[src/hw/rtl/tvsu_pkg.sv]
// tvsu_pkg: shared types and constants of the timer and video sync unit
// item and result layouts, command and register codes, fixed counts
// no dependencies
`default_nettype none

package tvsu_pkg;

	// command codes on the input tuser
	localparam logic [2:0] CMD_TICK    = 3'd0;
	localparam logic [2:0] CMD_WRITE   = 3'd1;
	localparam logic [2:0] CMD_READ    = 3'd2;
	localparam logic [2:0] CMD_KEY     = 3'd3;
	localparam logic [2:0] CMD_RELEASE = 3'd4;

	// register offsets from the unit base
	localparam logic [5:0] ADDR_STATUS  = 6'h00;
	localparam logic [5:0] ADDR_PORTC   = 6'h01;
	localparam logic [5:0] ADDR_KEYCTL  = 6'h03;
	localparam logic [5:0] ADDR_TCTRL   = 6'h05;
	localparam logic [5:0] ADDR_TMSB    = 6'h06;
	localparam logic [5:0] ADDR_TLSB    = 6'h07;
	localparam logic [5:0] ADDR_LINE    = 6'h0a;
	localparam logic [5:0] ADDR_AUX     = 6'h24;
	localparam logic [5:0] ADDR_WINDOW  = 6'h27;

	// interrupt status bits
	localparam logic [7:0] STATUS_ANY       = 8'h80;
	localparam logic [7:0] STATUS_TIMER_SET = 8'h81;
	localparam logic [7:0] STATUS_KEY_SET   = 8'h82;

	localparam logic [19:0] KEY_HOLD_CYCLES   = 20'd500000;
	localparam logic [7:0]  TIMER_HOLD_CYCLES = 8'd100;
	localparam int unsigned TIMER_LOW_MARK    = 5;

	// display window in raster lines (exclusive bounds)
	localparam logic [8:0] DISPLAY_FIRST_EXCL = 9'd47;
	localparam logic [8:0] DISPLAY_END_EXCL   = 9'd264;
	localparam logic [8:0] LOWER_AREA_LINE    = 9'd200;

	localparam int unsigned QUEUE_DEPTH = 2;
	localparam int unsigned Q_AW        = (QUEUE_DEPTH > 1) ? $clog2(QUEUE_DEPTH) : 1;

	typedef enum logic [2:0] {
		OP_TICK,
		OP_WRITE,
		OP_READ,
		OP_KEY,
		OP_RELEASE,
		OP_NOP
	} op_t;

	typedef enum logic [3:0] {
		RSEL_STATUS,
		RSEL_PORTC,
		RSEL_KEYCTL,
		RSEL_TCTRL,
		RSEL_TMSB,
		RSEL_TLSB,
		RSEL_LINE,
		RSEL_AUX,
		RSEL_WINDOW,
		RSEL_NONE
	} rsel_t;

	typedef struct packed {
		op_t        op;
		rsel_t      rsel;
		logic [6:0] cyc;    // already clamped to one line
		logic [7:0] wdata;
	} item_t;

	typedef struct packed {
		logic [8:0] line_number;
		logic       sound_mute;
		logic       line_end;
		logic       draw_segment;
		logic       irq_line;
		logic [7:0] read_data;
	} result_t;

endpackage

`default_nettype wire

[src/hw/rtl/tvsu_front.sv]
// tvsu_front: accepts input words, decodes command and register offset,
// clamps the tick length and hands classified items to the queue
// depends on tvsu_pkg
`default_nettype none

module tvsu_front #(
	parameter int unsigned CYCLES_PER_LINE = 64
) (
	input  wire logic          clk,
	input  wire logic          arst_n,
	input  wire logic          s_tvalid,
	output logic               s_tready,
	input  wire logic [2:0]    cmd,
	input  wire logic [6:0]    cycles,
	input  wire logic [5:0]    reg_addr,
	input  wire logic [7:0]    write_data,
	output logic               push_valid,
	input  wire logic          push_ready,
	output tvsu_pkg::item_t    push_item
);
	import tvsu_pkg::*;

	logic  valid_s1;
	item_t item_s1;
	item_t item_d;

	always_comb begin
		item_d = '0;
		unique case (cmd)
			CMD_TICK:    item_d.op = OP_TICK;
			CMD_WRITE:   item_d.op = OP_WRITE;
			CMD_READ:    item_d.op = OP_READ;
			CMD_KEY:     item_d.op = OP_KEY;
			CMD_RELEASE: item_d.op = OP_RELEASE;
			default:     item_d.op = OP_NOP;
		endcase
		unique case (reg_addr)
			ADDR_STATUS: item_d.rsel = RSEL_STATUS;
			ADDR_PORTC:  item_d.rsel = RSEL_PORTC;
			ADDR_KEYCTL: item_d.rsel = RSEL_KEYCTL;
			ADDR_TCTRL:  item_d.rsel = RSEL_TCTRL;
			ADDR_TMSB:   item_d.rsel = RSEL_TMSB;
			ADDR_TLSB:   item_d.rsel = RSEL_TLSB;
			ADDR_LINE:   item_d.rsel = RSEL_LINE;
			ADDR_AUX:    item_d.rsel = RSEL_AUX;
			ADDR_WINDOW: item_d.rsel = RSEL_WINDOW;
			default:     item_d.rsel = RSEL_NONE;
		endcase
		// a tick longer than a line counts as one line
		item_d.cyc   = (cycles > 7'(CYCLES_PER_LINE)) ? 7'(CYCLES_PER_LINE) : cycles;
		item_d.wdata = write_data;
	end

	assign s_tready   = !valid_s1 || push_ready;
	assign push_valid = valid_s1;
	assign push_item  = item_s1;

	always_ff @(posedge clk or negedge arst_n) begin
		if (!arst_n) begin
			valid_s1 <= 1'b0;
		end else if (s_tready) begin
			valid_s1 <= s_tvalid;
		end
	end

	always_ff @(posedge clk) begin
		if (s_tvalid && s_tready) begin
			item_s1 <= item_d;
		end
	end

endmodule

`default_nettype wire

[src/hw/rtl/tvsu_queue.sv]
// tvsu_queue: short first-in first-out queue of classified items
// between the front and the back
// depends on tvsu_pkg
`default_nettype none

module tvsu_queue (
	input  wire logic          clk,
	input  wire logic          arst_n,
	input  wire logic          in_valid,
	output logic               in_ready,
	input  wire tvsu_pkg::item_t in_item,
	output logic               out_valid,
	input  wire logic          out_ready,
	output tvsu_pkg::item_t    out_item
);
	import tvsu_pkg::*;

	item_t            slot_q [QUEUE_DEPTH];
	logic [Q_AW-1:0]  wr_ptr_q;
	logic [Q_AW-1:0]  rd_ptr_q;
	logic [Q_AW:0]    count_q;
	logic             push;
	logic             pop;

	assign in_ready  = (count_q != (Q_AW+1)'(QUEUE_DEPTH));
	assign out_valid = (count_q != '0);
	assign out_item  = slot_q[rd_ptr_q];
	assign push      = in_valid && in_ready;
	assign pop       = out_valid && out_ready;

	always_ff @(posedge clk or negedge arst_n) begin
		if (!arst_n) begin
			wr_ptr_q <= '0;
			rd_ptr_q <= '0;
			count_q  <= '0;
		end else begin
			if (push) begin
				wr_ptr_q <= (wr_ptr_q == Q_AW'(QUEUE_DEPTH - 1)) ? '0 : wr_ptr_q + 1'b1;
			end
			if (pop) begin
				rd_ptr_q <= (rd_ptr_q == Q_AW'(QUEUE_DEPTH - 1)) ? '0 : rd_ptr_q + 1'b1;
			end
			if (push && !pop) begin
				count_q <= count_q + 1'b1;
			end else if (pop && !push) begin
				count_q <= count_q - 1'b1;
			end
		end
	end

	always_ff @(posedge clk) begin
		if (push) begin
			slot_q[wr_ptr_q] <= in_item;
		end
	end

`ifndef SYNTH
	a_count_bound: assert property (@(posedge clk) disable iff (!arst_n)
		count_q <= (Q_AW+1)'(QUEUE_DEPTH))
		else $error("queue count above depth");
	a_count_up: assert property (@(posedge clk) disable iff (!arst_n)
		(push && !pop) |=> (count_q == $past(count_q) + 1'b1))
		else $error("queue count missed a push");
	a_count_down: assert property (@(posedge clk) disable iff (!arst_n)
		(pop && !push) |=> (count_q == $past(count_q) - 1'b1))
		else $error("queue count missed a pop");
`endif

endmodule

`default_nettype wire

[src/hw/rtl/tvsu_back.sv]
// tvsu_back: raster, timer and interrupt state; executes one queued item
// per cycle unless stalled and holds the result word in an output register
// depends on tvsu_pkg
`default_nettype none

module tvsu_back #(
	parameter int unsigned FRAMES_PER_DRAW = 2,
	parameter int unsigned CYCLES_PER_LINE = 64,
	parameter int unsigned LINES_PER_FRAME = 312
) (
	input  wire logic            clk,
	input  wire logic            arst_n,
	input  wire logic            q_valid,
	output logic                 q_pop,
	input  wire tvsu_pkg::item_t q_item,
	output logic                 m_tvalid,
	input  wire logic            m_tready,
	output tvsu_pkg::result_t    res
);
	import tvsu_pkg::*;

	localparam int unsigned FC_W = (FRAMES_PER_DRAW > 1) ? $clog2(FRAMES_PER_DRAW) : 1;

	logic [5:0]      line_cycle_q, line_cycle_d;
	logic [8:0]      raster_q, raster_d;
	logic [FC_W-1:0] frame_q, frame_d;
	logic            disp_q, disp_d;
	logic [7:0]      status_q, status_d;
	logic [7:0]      tctrl_q, tctrl_d;
	logic [15:0]     latch_q, latch_d;
	logic [20:0]     tcount_q, tcount_d;
	logic [7:0]      thold_q, thold_d;
	logic [19:0]     khold_q, khold_d;
	logic            irq_q, irq_d;
	logic            mute_q, mute_d;
	logic            aux_q, aux_d;

	logic            out_valid_q;
	result_t         res_q;

	logic [6:0]      lc_sum;
	logic [9:0]      raster_inc;
	logic [FC_W:0]   frame_inc;
	logic [9:0]      tmr_sub;
	logic            tmr_reload;
	logic [20:0]     tmr_diff;
	logic            line_win;
	logic            frame_win;
	logic [7:0]      rd_data;
	logic            seg;
	logic            lend;

	assign q_pop = q_valid && (!out_valid_q || m_tready);

	assign lc_sum     = {1'b0, line_cycle_q} + q_item.cyc;
	assign raster_inc = {1'b0, raster_q} + 10'd1;
	assign frame_inc  = {1'b0, frame_q} + 1'b1;

	// timer runs at cycles or cycles*8, frozen while control bit 0 is set
	assign tmr_sub    = tctrl_q[0] ? 10'd0 :
	                    (tctrl_q[2] ? {3'b000, q_item.cyc} : {q_item.cyc, 3'b000});
	assign tmr_reload = {1'b0, tcount_q} < (22'(tmr_sub) + 22'(TIMER_LOW_MARK + 1));
	assign tmr_diff   = tcount_q - 21'(tmr_sub);

	assign line_win  = (line_cycle_q >= 6'd11) && (line_cycle_q <= 6'd51);
	assign frame_win = (raster_q >= 9'd56) && (raster_q <= 9'd255) &&
	                   !((raster_q == 9'd56) && (line_cycle_q < 6'd12)) &&
	                   !((raster_q == 9'd255) && (line_cycle_q > 6'd50));

	always_comb begin
		rd_data = '0;
		unique case (q_item.rsel)
			RSEL_STATUS: rd_data = (status_q != '0) ? (status_q | STATUS_ANY) : 8'h00;
			RSEL_TCTRL:  rd_data = tctrl_q;
			RSEL_TMSB:   rd_data = tcount_q[18:11];
			RSEL_TLSB:   rd_data = tcount_q[10:3];
			RSEL_LINE:   rd_data = (raster_q < LOWER_AREA_LINE) ? 8'h00 : 8'h02;
			RSEL_WINDOW: rd_data = {frame_win, 1'b0, line_win, 4'b0000, aux_q};
			default:     rd_data = '0;
		endcase
	end

	always_comb begin
		line_cycle_d = line_cycle_q;
		raster_d     = raster_q;
		frame_d      = frame_q;
		disp_d       = disp_q;
		status_d     = status_q;
		tctrl_d      = tctrl_q;
		latch_d      = latch_q;
		tcount_d     = tcount_q;
		thold_d      = thold_q;
		khold_d      = khold_q;
		irq_d        = irq_q;
		mute_d       = mute_q;
		aux_d        = aux_q;
		seg          = 1'b0;
		lend         = 1'b0;
		unique case (q_item.op)
			OP_TICK: begin
				seg = disp_q;
				if (lc_sum >= 7'(CYCLES_PER_LINE)) begin
					line_cycle_d = 6'(lc_sum - 7'(CYCLES_PER_LINE));
					lend = disp_q;
					if (raster_inc >= 10'(LINES_PER_FRAME)) begin
						raster_d = '0;
						frame_d  = (frame_inc >= (FC_W+1)'(FRAMES_PER_DRAW)) ?
						           '0 : frame_inc[FC_W-1:0];
					end else begin
						raster_d = raster_inc[8:0];
					end
					disp_d = (frame_d == '0) && (raster_d > DISPLAY_FIRST_EXCL) &&
					         (raster_d < DISPLAY_END_EXCL);
				end else begin
					line_cycle_d = lc_sum[5:0];
				end
				thold_d = (thold_q > {1'b0, q_item.cyc}) ? thold_q - {1'b0, q_item.cyc} : '0;
				if (thold_d == '0) begin
					status_d[0] = 1'b0;
				end
				khold_d = (khold_q > {13'd0, q_item.cyc}) ? khold_q - {13'd0, q_item.cyc} : '0;
				if (khold_d == '0) begin
					status_d[1] = 1'b0;
				end
				if (status_d[2:0] == 3'b000) begin
					status_d[7] = 1'b0;
					irq_d       = 1'b0;
				end
				if (tmr_reload) begin
					thold_d  = TIMER_HOLD_CYCLES;
					tcount_d = {2'b00, latch_q, 3'b000};
					status_d = status_d | STATUS_TIMER_SET;
					irq_d    = 1'b1;
				end else begin
					tcount_d = tmr_diff;
				end
			end
			OP_WRITE: begin
				unique case (q_item.rsel)
					RSEL_STATUS: status_d = q_item.wdata;
					RSEL_PORTC:  mute_d = q_item.wdata[3];
					RSEL_KEYCTL: begin
						if (!q_item.wdata[5]) begin
							khold_d = '0;
						end
					end
					RSEL_TCTRL: begin
						tctrl_d = q_item.wdata;
						if (q_item.wdata[0]) begin
							tcount_d = {2'b00, latch_q, 3'b000};
						end
					end
					RSEL_TMSB:   latch_d = {q_item.wdata, latch_q[7:0]};
					RSEL_TLSB:   latch_d = {latch_q[15:8], q_item.wdata};
					RSEL_AUX:    aux_d = q_item.wdata[0];
					default:     ;
				endcase
			end
			OP_KEY: begin
				status_d = status_q | STATUS_KEY_SET;
				khold_d  = KEY_HOLD_CYCLES;
				irq_d    = 1'b1;
			end
			OP_RELEASE: khold_d = '0;
			default:    ;
		endcase
	end

	always_ff @(posedge clk or negedge arst_n) begin
		if (!arst_n) begin
			line_cycle_q <= '0;
			raster_q     <= '0;
			frame_q      <= '0;
			disp_q       <= 1'b0;
			status_q     <= '0;
			tctrl_q      <= '0;
			latch_q      <= 16'hffff;
			tcount_q     <= 21'd65535;
			thold_q      <= '0;
			khold_q      <= '0;
			irq_q        <= 1'b0;
			mute_q       <= 1'b0;
			aux_q        <= 1'b0;
			out_valid_q  <= 1'b0;
		end else begin
			if (q_pop) begin
				line_cycle_q <= line_cycle_d;
				raster_q     <= raster_d;
				frame_q      <= frame_d;
				disp_q       <= disp_d;
				status_q     <= status_d;
				tctrl_q      <= tctrl_d;
				latch_q      <= latch_d;
				tcount_q     <= tcount_d;
				thold_q      <= thold_d;
				khold_q      <= khold_d;
				irq_q        <= irq_d;
				mute_q       <= mute_d;
				aux_q        <= aux_d;
				out_valid_q  <= 1'b1;
			end else if (m_tready) begin
				out_valid_q  <= 1'b0;
			end
		end
	end

	always_ff @(posedge clk) begin
		if (q_pop) begin
			res_q.read_data    <= (q_item.op == OP_READ) ? rd_data : 8'h00;
			res_q.irq_line     <= irq_d;
			res_q.draw_segment <= seg;
			res_q.line_end     <= lend;
			res_q.sound_mute   <= mute_d;
			res_q.line_number  <= raster_d;
		end
	end

	assign m_tvalid = out_valid_q;
	assign res      = res_q;

`ifndef SYNTH
	a_line_cycle: assert property (@(posedge clk) disable iff (!arst_n)
		{1'b0, line_cycle_q} < 7'(CYCLES_PER_LINE))
		else $error("line cycle out of range");
	a_raster: assert property (@(posedge clk) disable iff (!arst_n)
		{1'b0, raster_q} < 10'(LINES_PER_FRAME))
		else $error("raster line out of range");
	a_frame: assert property (@(posedge clk) disable iff (!arst_n)
		{1'b0, frame_q} < (FC_W+1)'(FRAMES_PER_DRAW))
		else $error("frame count out of range");
`endif

endmodule

`default_nettype wire

[src/hw/rtl/timer_and_video_sync_unit_core.sv]
// timer_and_video_sync_unit_core: top level of the timer and video sync unit
// instantiates tvsu_front, tvsu_queue and tvsu_back; uses tvsu_pkg
`default_nettype none

// Raster position, interval timer and interrupt status of the gate array.
// Every input word (tick, register write, register read, key press, key
// release) gives exactly one output word. The unit sustains one word per
// clock while m_tready does not stall the output: the back end applies
// a whole item, tick arithmetic included, in one update of its state
// registers, and that update loop sets the rate. An accepted word is
// loaded into the front decode register, then moved into the two-entry
// queue, and then the back end loads the output register, where the
// output word becomes valid. The input stays ready while an output word
// waits, until the queue and the front register fill.
module timer_and_video_sync_unit_core #(
	parameter int unsigned FRAMES_PER_DRAW = 2,
	parameter int unsigned CYCLES_PER_LINE = 64,
	parameter int unsigned LINES_PER_FRAME = 312
) (
	input  wire logic        clk,
	input  wire logic        arst_n,
	input  wire logic        s_tvalid,
	output logic             s_tready,
	input  wire logic [23:0] s_tdata,   // cycles[6:0], reg_addr[12:7], write_data[20:13], zero
	input  wire logic [2:0]  s_tuser,   // cmd
	output logic             m_tvalid,
	input  wire logic        m_tready,
	output logic [23:0]      m_tdata    // read_data[7:0], irq_line[8], draw_segment[9],
	                                    // line_end[10], sound_mute[11], line_number[20:12], zero
);
	import tvsu_pkg::*;

	logic    push_valid;
	logic    push_ready;
	item_t   push_item;
	logic    q_valid;
	logic    q_pop;
	item_t   q_item;
	result_t res;

	tvsu_front #(
		.CYCLES_PER_LINE(CYCLES_PER_LINE)
	) u_front (
		.clk        (clk),
		.arst_n     (arst_n),
		.s_tvalid   (s_tvalid),
		.s_tready   (s_tready),
		.cmd        (s_tuser),
		.cycles     (s_tdata[6:0]),
		.reg_addr   (s_tdata[12:7]),
		.write_data (s_tdata[20:13]),
		.push_valid (push_valid),
		.push_ready (push_ready),
		.push_item  (push_item)
	);

	tvsu_queue u_queue (
		.clk       (clk),
		.arst_n    (arst_n),
		.in_valid  (push_valid),
		.in_ready  (push_ready),
		.in_item   (push_item),
		.out_valid (q_valid),
		.out_ready (q_pop),
		.out_item  (q_item)
	);

	tvsu_back #(
		.FRAMES_PER_DRAW(FRAMES_PER_DRAW),
		.CYCLES_PER_LINE(CYCLES_PER_LINE),
		.LINES_PER_FRAME(LINES_PER_FRAME)
	) u_back (
		.clk      (clk),
		.arst_n   (arst_n),
		.q_valid  (q_valid),
		.q_pop    (q_pop),
		.q_item   (q_item),
		.m_tvalid (m_tvalid),
		.m_tready (m_tready),
		.res      (res)
	);

	assign m_tdata = {3'b000, res.line_number, res.sound_mute, res.line_end,
	                  res.draw_segment, res.irq_line, res.read_data};

endmodule

`default_nettype wire
[config.mk]
export PLATFORM = sky130hd
export DESIGN_NAME = timer_and_video_sync_unit_core
export DESIGN_NICKNAME = d
export VERILOG_FILES = /design/src/hw/rtl/tvsu_pkg.sv /design/src/hw/rtl/tvsu_front.sv /design/src/hw/rtl/tvsu_queue.sv /design/src/hw/rtl/tvsu_back.sv /design/src/hw/rtl/timer_and_video_sync_unit_core.sv
export SDC_FILE = /design/constraint.sdc
export NUM_CORES = 1
export LEC_CHECK = 0
export ABC_AREA = 1
export BUFFER_PORTS_ARGS = -buffer_cell sky130_fd_sc_hd__buf_2
export CAP_MARGIN = 20
export CORE_ASPECT_RATIO = 0.6
export CORE_MARGIN = 2
export CORE_UTILIZATION = 58
export CTS_CLUSTER_DIAMETER = 100
export DETAILED_ROUTE_END_ITERATION = 12
export MAX_ROUTING_LAYER = met4
export PLACE_DENSITY = 0.78
export SLEW_MARGIN = 10
export SYNTH_ARGS = -nofsm -noshare
export SYNTH_HDL_FRONTEND = slang
export SYNTH_SLANG_ARGS = --single-unit
[constraint.sdc]
create_clock -name clk -period 6.9 [get_ports clk]
set_clock_uncertainty 0.15 [all_clocks]
set_input_delay 0.345 -clock clk [delete_from_list [all_inputs] [get_ports clk]]
set_output_delay 0.345 -clock clk [all_outputs]
set_load 0.02 [all_outputs]
* After elaboration in Yosys (flattened, before gate mapping)
Memories as Yosys holds them, arrays and structs flattened.
Cells that the tools add are included.
** Storage, ports and cells
- Register bits :: 150
- Memory bits (writable) :: 44
- Bits of input ports :: 31
- Output and inout port bits :: 26
- Logic and storage cells :: 197
- Memories kept :: 1
** Cells by class
- Add/sub/neg operators :: 12
- Magnitude comparators :: 16
- Equality and inequality tests :: 33
- Mux-type cells :: 49
- Bitwise operators :: 5
- Reductions and logical operators :: 49
** Memory list
- u_queue.slot_q :: depth 2, width 22, rd ports 1, clocked after memory_dff 0, wr ports 1, RTL line tvsu_queue.sv:18 : item_t slot_q [QUEUE_DEPTH];
** Operator list (number)
- 20-bit case mux with 4 select lines :: 1
- 21-bit 2-to-1 mux :: 3
- 20-bit 2-to-1 mux :: 3
- 8-bit case mux with 6 select lines :: 1
- 9-bit 2-to-1 mux :: 5
- 21-bit case mux with 2 select lines :: 1
- 8-bit 2-to-1 mux :: 5
- 4-bit case mux with 9 select lines :: 1
- 16-bit case mux with 2 select lines :: 1
- 8-bit case mux with 3 select lines :: 1
- 4-bit AND reduction :: 6
- 21-bit by 22-bit less-than comparator with 1-bit output :: 1
- 21-bit by 10-bit subtractor with 21-bit output :: 1
- 20-bit by 7-bit greater-than comparator with 1-bit output :: 1
- 20-bit zero test :: 1
- 10-bit 2-to-1 mux :: 2
- 20-bit by 7-bit subtractor with 20-bit output :: 1
- 1-bit 2-to-1 mux :: 19
- 6-bit by 3-bit == test with 1-bit output (second input constant) :: 3
- 4-bit by 3-bit == test with 1-bit output (second input constant) :: 4
- 3-bit case mux with 5 select lines :: 1
- 1-bit logical AND :: 14
- 3-bit by 2-bit == test with 1-bit output (second input constant) :: 4
- 6-bit == test (second input constant) :: 2
- 53 further kinds :: 82

* Logic depth before layout (Yosys ltp)
An unclocked memory read counts as a cell.
- Word-level depth :: 10
- Depth in mapped cells :: 28
- Mapped depth without buffers :: 25

* Cells and area by module
Synthesis repeated with hierarchy kept, for this count alone.
** Second synthesis, totals
- Cells, all modules :: 1325
- Area, all modules :: 11044.3 um2
** Modules (own cells, without submodules)
- tvsu_back :: times used 1, cells each 1089, area an instance 8215.4 um2, sequential area each 3223.1 um2
- tvsu_queue :: times used 1, cells each 143, area an instance 1824.2 um2, sequential area each 1421.4 um2
- tvsu_front :: times used 1, cells each 89, area an instance 978.4 um2, sequential area each 685.7 um2
- timer_and_video_sync_unit_core :: times used 1, cells each 4, area an instance 26.3 um2, sequential area each 0.0 um2

* Worst setup path after synthesis
Ideal clock, no wire load.
- Kind :: register -> register
- Start point :: reg u_queue.rd_ptr_q
- End point :: reg u_back.tcount_q[14]
- Setup time :: 95 ps
- Data arrival time :: 3656 ps
- Required time :: 6655 ps
- Slack :: 2999 ps
- Stages on the path, launching flop included :: 25
- Buffers on the path :: 4
- Clock period less this slack :: 3901 ps
- Cell sequence :: dfrtp_1 -> buf_6 -> inv_2 -> buf_2 -> or2_2 -> o21ai_1 -> nor2_1 -> inv_1 -> ha_1 -> nor3_2 -> nand3_1 -> nor2_1 -> nand2_1 -> nand2_1 -> o21ai_0 -> ha_1 -> a21o_1 -> o21ai_0 -> nand3_1 -> nor2b_1 -> clkbuf_1 -> nor2_1 -> nand2_1 -> buf_2 -> o221ai_1
** Between the ends
- Cells in the longest elaborated chain, start to end :: 7
- Elaborated cells on any way between the ends :: 15
- Those cells by class :: 2 x add/sub; 1 x order compare; 4 x eq/ne; 4 x mux; 3 x reduce/logical; 1 x memory
** Ends and longest elaborated chain
- start: declaration :: RTL line tvsu_queue.sv:20 : logic [Q_AW-1:0] rd_ptr_q;
- start signal: assignment :: RTL line tvsu_queue.sv:41 : rd_ptr_q <= (rd_ptr_q == Q_AW'(QUEUE_DEPTH - 1)) ? '0 : rd_ptr_q + 1'b1;
- memory read 2 x 22 bit *
- 10-bit 2-to-1 mux :: RTL line tvsu_back.sv:61 : (tctrl_q[2] ? {3'b000, q_item.cyc} : {q_item.cyc, 3'b000});
- 10-bit 2-to-1 mux :: RTL line tvsu_back.sv:60 : assign tmr_sub = tctrl_q[0] ? 10'd0 :
- 10-bit by 3-bit adder with 11-bit output :: RTL line tvsu_back.sv:62 : assign tmr_reload = {1'b0, tcount_q} < (22'(tmr_sub) + 22'(TIMER_LOW_MARK + 1));
- 21-bit by 22-bit less-than comparator with 1-bit output :: RTL line tvsu_back.sv:62
- 21-bit 2-to-1 mux :: RTL line tvsu_back.sv:129 : if (tmr_reload) begin
- 21-bit case mux with 2 select lines :: RTL line tvsu_back.sv:99 : unique case (q_item.op)
- end signal: assignment :: RTL line tvsu_back.sv:194 : tcount_q <= tcount_d;
- end: declaration :: RTL line tvsu_back.sv:31 : logic [20:0] tcount_q, tcount_d;
Mark *: on every way between the ends. The rest lies on a longest branch, timed or not.
A chain may end at the register's enable or synchronous reset.

* Worst setup path after layout
- Start point :: reg u_queue.rd_ptr_q
- End point :: reg u_back.tcount_q[16]
The elaborated chain is that of the path after synthesis.

==> impl_results.md <==
* Ys async rst share at 55.2%
* Area leader, netlist: edfxtp_1
* Fmax at ~0.21 GHz
* Wire per inst at 17.5 um
* Total GRT Usage at 29.2%
* Diode count at 0
* CTS Buffer Depth at 2
* P&R area growth vs syn at 11.2%
* Leakage power at approximately 5.6 nW
* CTS clk-pin slew, worst paths at 80 ps
* P per Cell Area at 555 nW/um^2
* Clk network pwr share at 14.3%
* # IOs at 57
* Synth cell types at 56
* Internal reg-to-reg setup slack at 2160 ps
* Hold WS at ~52 ps
* Synth warnings at 0
* Total grt overflow at 0
* Htree depth at 4
* Clock sink count at ~190
* Avg Cell Area, Syn at 8.74 sq um
* Hold depth at 2
* Post-synth EDFFs at between 80 and 90
* Vias/cell at between 5 and 6
* Die width at approximately 180 um
* WHS Endpoint: u_front.push_item[19]
* Layout cells sized above 1 at 12.8%
* Fin crit share at 68.7%
* Max-slew violation count at 0
* Gpl congestion at 0.938
* Worst R2R Path Depth at 22
* Gate Count Post-Synth at 1242
* VDD IR max at 0.242 mV
* Reg power frac at 30.9%
* Clk_lat worst skew at around 450 ps
* Drt initial violations at 1167
* Largest net degree at the start of global routing at 58
* Layout Nets at 1392
* Share of the synthesized area in the top cell type at 24.1%
* Max_slew headroom at between 20% and 30%
* Place WS at 2300 ps
* Syn Std Cell Area at 10900 sq um
* Reg area at 5330 sq um
* Outcome: finished clean
* R2r startpoint: u_queue.rd_ptr_q
* Switching power of the nets at roughly 3.2 mW
* Vias at 9046
* Dpl hpwl at 19700 um
* Final wirelength at around 27000 um
* Number of gates resized after cts at 0
* CTS tree: yes
* Die height at 110 um
* Internal power at 3.48 mW
* Seq/Total Area, Yosys at between 40 and 50%
* Port Buffer Count at 50
* RSZ-0062 raised after global routing: no
* Initial antenna violation count at 0
* Multi-input logic area at 4740 sq um
* Critical path class: flop to flop
* Critical path launch point type: flop
* Final hold viol count at 0
* Power share of the combinational group at 54.8%
* Setup TNS at 0 ps
* Synth area leaders: edfxtp_1, dfrtp_1, nand2_1
* Measured slew at the worst slew-check pin at about 1100 ps
* Tmin final at 4740 ps
* Num CTS Buffers at 17
* FF+latch count, synth at 194
* Initial core utilization at 59.6%
* Final ANT Viol Nets at 0
* Max Cap Viol at 0
* WP data required at slightly above 7000 ps
* Switching share of power at about half
* Pre-antenna DRT Iters at 5
* # DRC at 0
* Floorplan row count at 38
* Die area at 19900 sq um
* Hold Startpoint: s_tuser[1]
* Commonest cells post-synth: nand2_1, inv_1, nor2_1, o21ai_0, edfxtp_1
* Top-count cell post-synth: nand2_1
* CP Max Fanout at 15
* Final setup fails at 0
* Main synth FF type: edfxtp_1
* Core Util, Final at 66.3%
* Fill count at about 1500
* First-pass GRT wire length at 43200 um
* Critical Path Sink Type: flop
* Worst Hold Class: primary input to flop
* Core box area at 18200 sq um
* Worst path arrival time at 4920 ps
* Root Driver: clkbuf_16
* Total Power at 6.71 mW
* PnR worst setup slack at approximately 2200 ps
* Worst R2R End: u_back.tcount_q[16]
* Vias in the first global route at 8206
## worst max-delay path by stage
| stage | startpoint | endpoint | slack, ps |
|---|---|---|---|
| global route | u_queue.rd_ptr_q | u_back.tcount_q[15] | 1830 |
| floorplan | u_queue.rd_ptr_q | u_back.tcount_q[14] | 3000 |
| detailed placement | u_queue.rd_ptr_q | u_back.tcount_q[16] | 2300 |
| global placement | u_queue.rd_ptr_q | u_back.tcount_q[16] | 2410 |
| CTS | u_queue.rd_ptr_q | u_back.tcount_q[16] | 2260 |
| finish | u_queue.rd_ptr_q | u_back.tcount_q[16] | 2160 |
## metal layers
layer | vias to the layer above | part of all wire (%) | global-route usage, % | wire (um)
met3 | 35 | 10 | 7.36 | 2840
met4 | 0 | 1.2 | 7.03 | 332
met1 | 4286 | 48 | 44.3 | 13300
met5 | - | 0 | - | 0
li1 | 4302 | - | - | -
met2 | 423 | 40 | 38.7 | 11000
## layout make-up
cell class,count,share of cell area (%)
sequential,194,44.1
timing repair buffer,75,4.00
tap,240,2.49
clock buffer,19,3.59
clock inverter,13,1.01
multi-input combinational,848,39.2
inverter,176,5.55
## layout by cell type (no fill, tap or decap), types with 21 or more instances in the layout
master | Yosys | routed
o22ai_1 | 27 | 27
nand2_1 | 287 | 287
buf_2 | 5 | 49
a21oi_1 | 44 | 44
nand4_1 | 21 | 21
dfstp_2 | 32 | 32
edfxtp_1 | 87 | 87
nor2_1 | 109 | 107
xor2_1 | 32 | 32
nand3_1 | 62 | 62
dfrtp_1 | 75 | 75
inv_1 | 166 | 166
o21ai_0 | 89 | 89
ha_1 | 44 | 44
## flip-flops by register name (all words and copies together), names as in the netlist, 2 cells and up
register,cells
u_queue.count_q,2
u_queue.slot_q,44
u_back.res,21
u_back.khold_q,20
u_back.tcount_q,21
u_back.tctrl_q,8
u_back.status_q,8
u_back.thold_q,8
u_back.raster_q,9
u_back.line_cycle_q,6
u_front.push_item,22
u_back.latch_q,16
## power groups by stage
stage	sequential [mW]	combinational, mW	clock [mW]
finish	2.07	3.67	0.961
global route	2.11	4.09	1.01
CTS	2.06	3.60	0.964
detailed placement	2.08	3.56	0
global placement	2.06	3.44	0
floorplan	2.06	2.61	0
## logic make-up (layout without fill, tap and decap cells)
logic type               after synthesis  count (layout)  share of synthesized area [%]
adder cells (fa/ha/maj)               49              49                           5.99
other                                  2               4                         0.0692
multiplexers                           8               8                          0.853
AO/OA/AOI/OAI                        219             219                           12.4
XOR/XNOR                              42              42                           3.39
AND/OR/NAND/NOR                      526             526                           20.8
flip-flops                           194             194                           49.1
buffers and inverters                202             283                           7.48
## worst max-delay path, stage by stage (launching register included)
cell	delay, ps
dfrtp_1	470
inv_2	230
or2_2	150
o21ai_1	220
nor2_1	330
inv_1	170
ha_1	250
nor3_2	270
nand3_1	150
nor2_1	110
nand2_1	70
o21ai_0	180
ha_1	280
a21o_1	160
o21ai_0	180
nand3_1	100
nor2b_1	160
buf_4	220
nor2_1	100
nand2_1	290
inv_1	190
nand2_1	110
o211ai_1	70
## stage by stage
| stage | instance area, sq um | std cells |
|---|---|---|
| floorplan | 10900 | 1244 |
| finish | 12100 | 1565 |
| global route | 12100 | 1565 |
| detailed placement | 11400 | 1519 |
| global placement | 11400 | 1517 |
| CTS | 12100 | 1565 |
## repair_timing
action                                 4_1_cts  5_1_grt
hold buffers                                14        0
endpoints found under the hold margin       68        0
buffers inserted                             0        0
(Power assumes the default switching activity.)
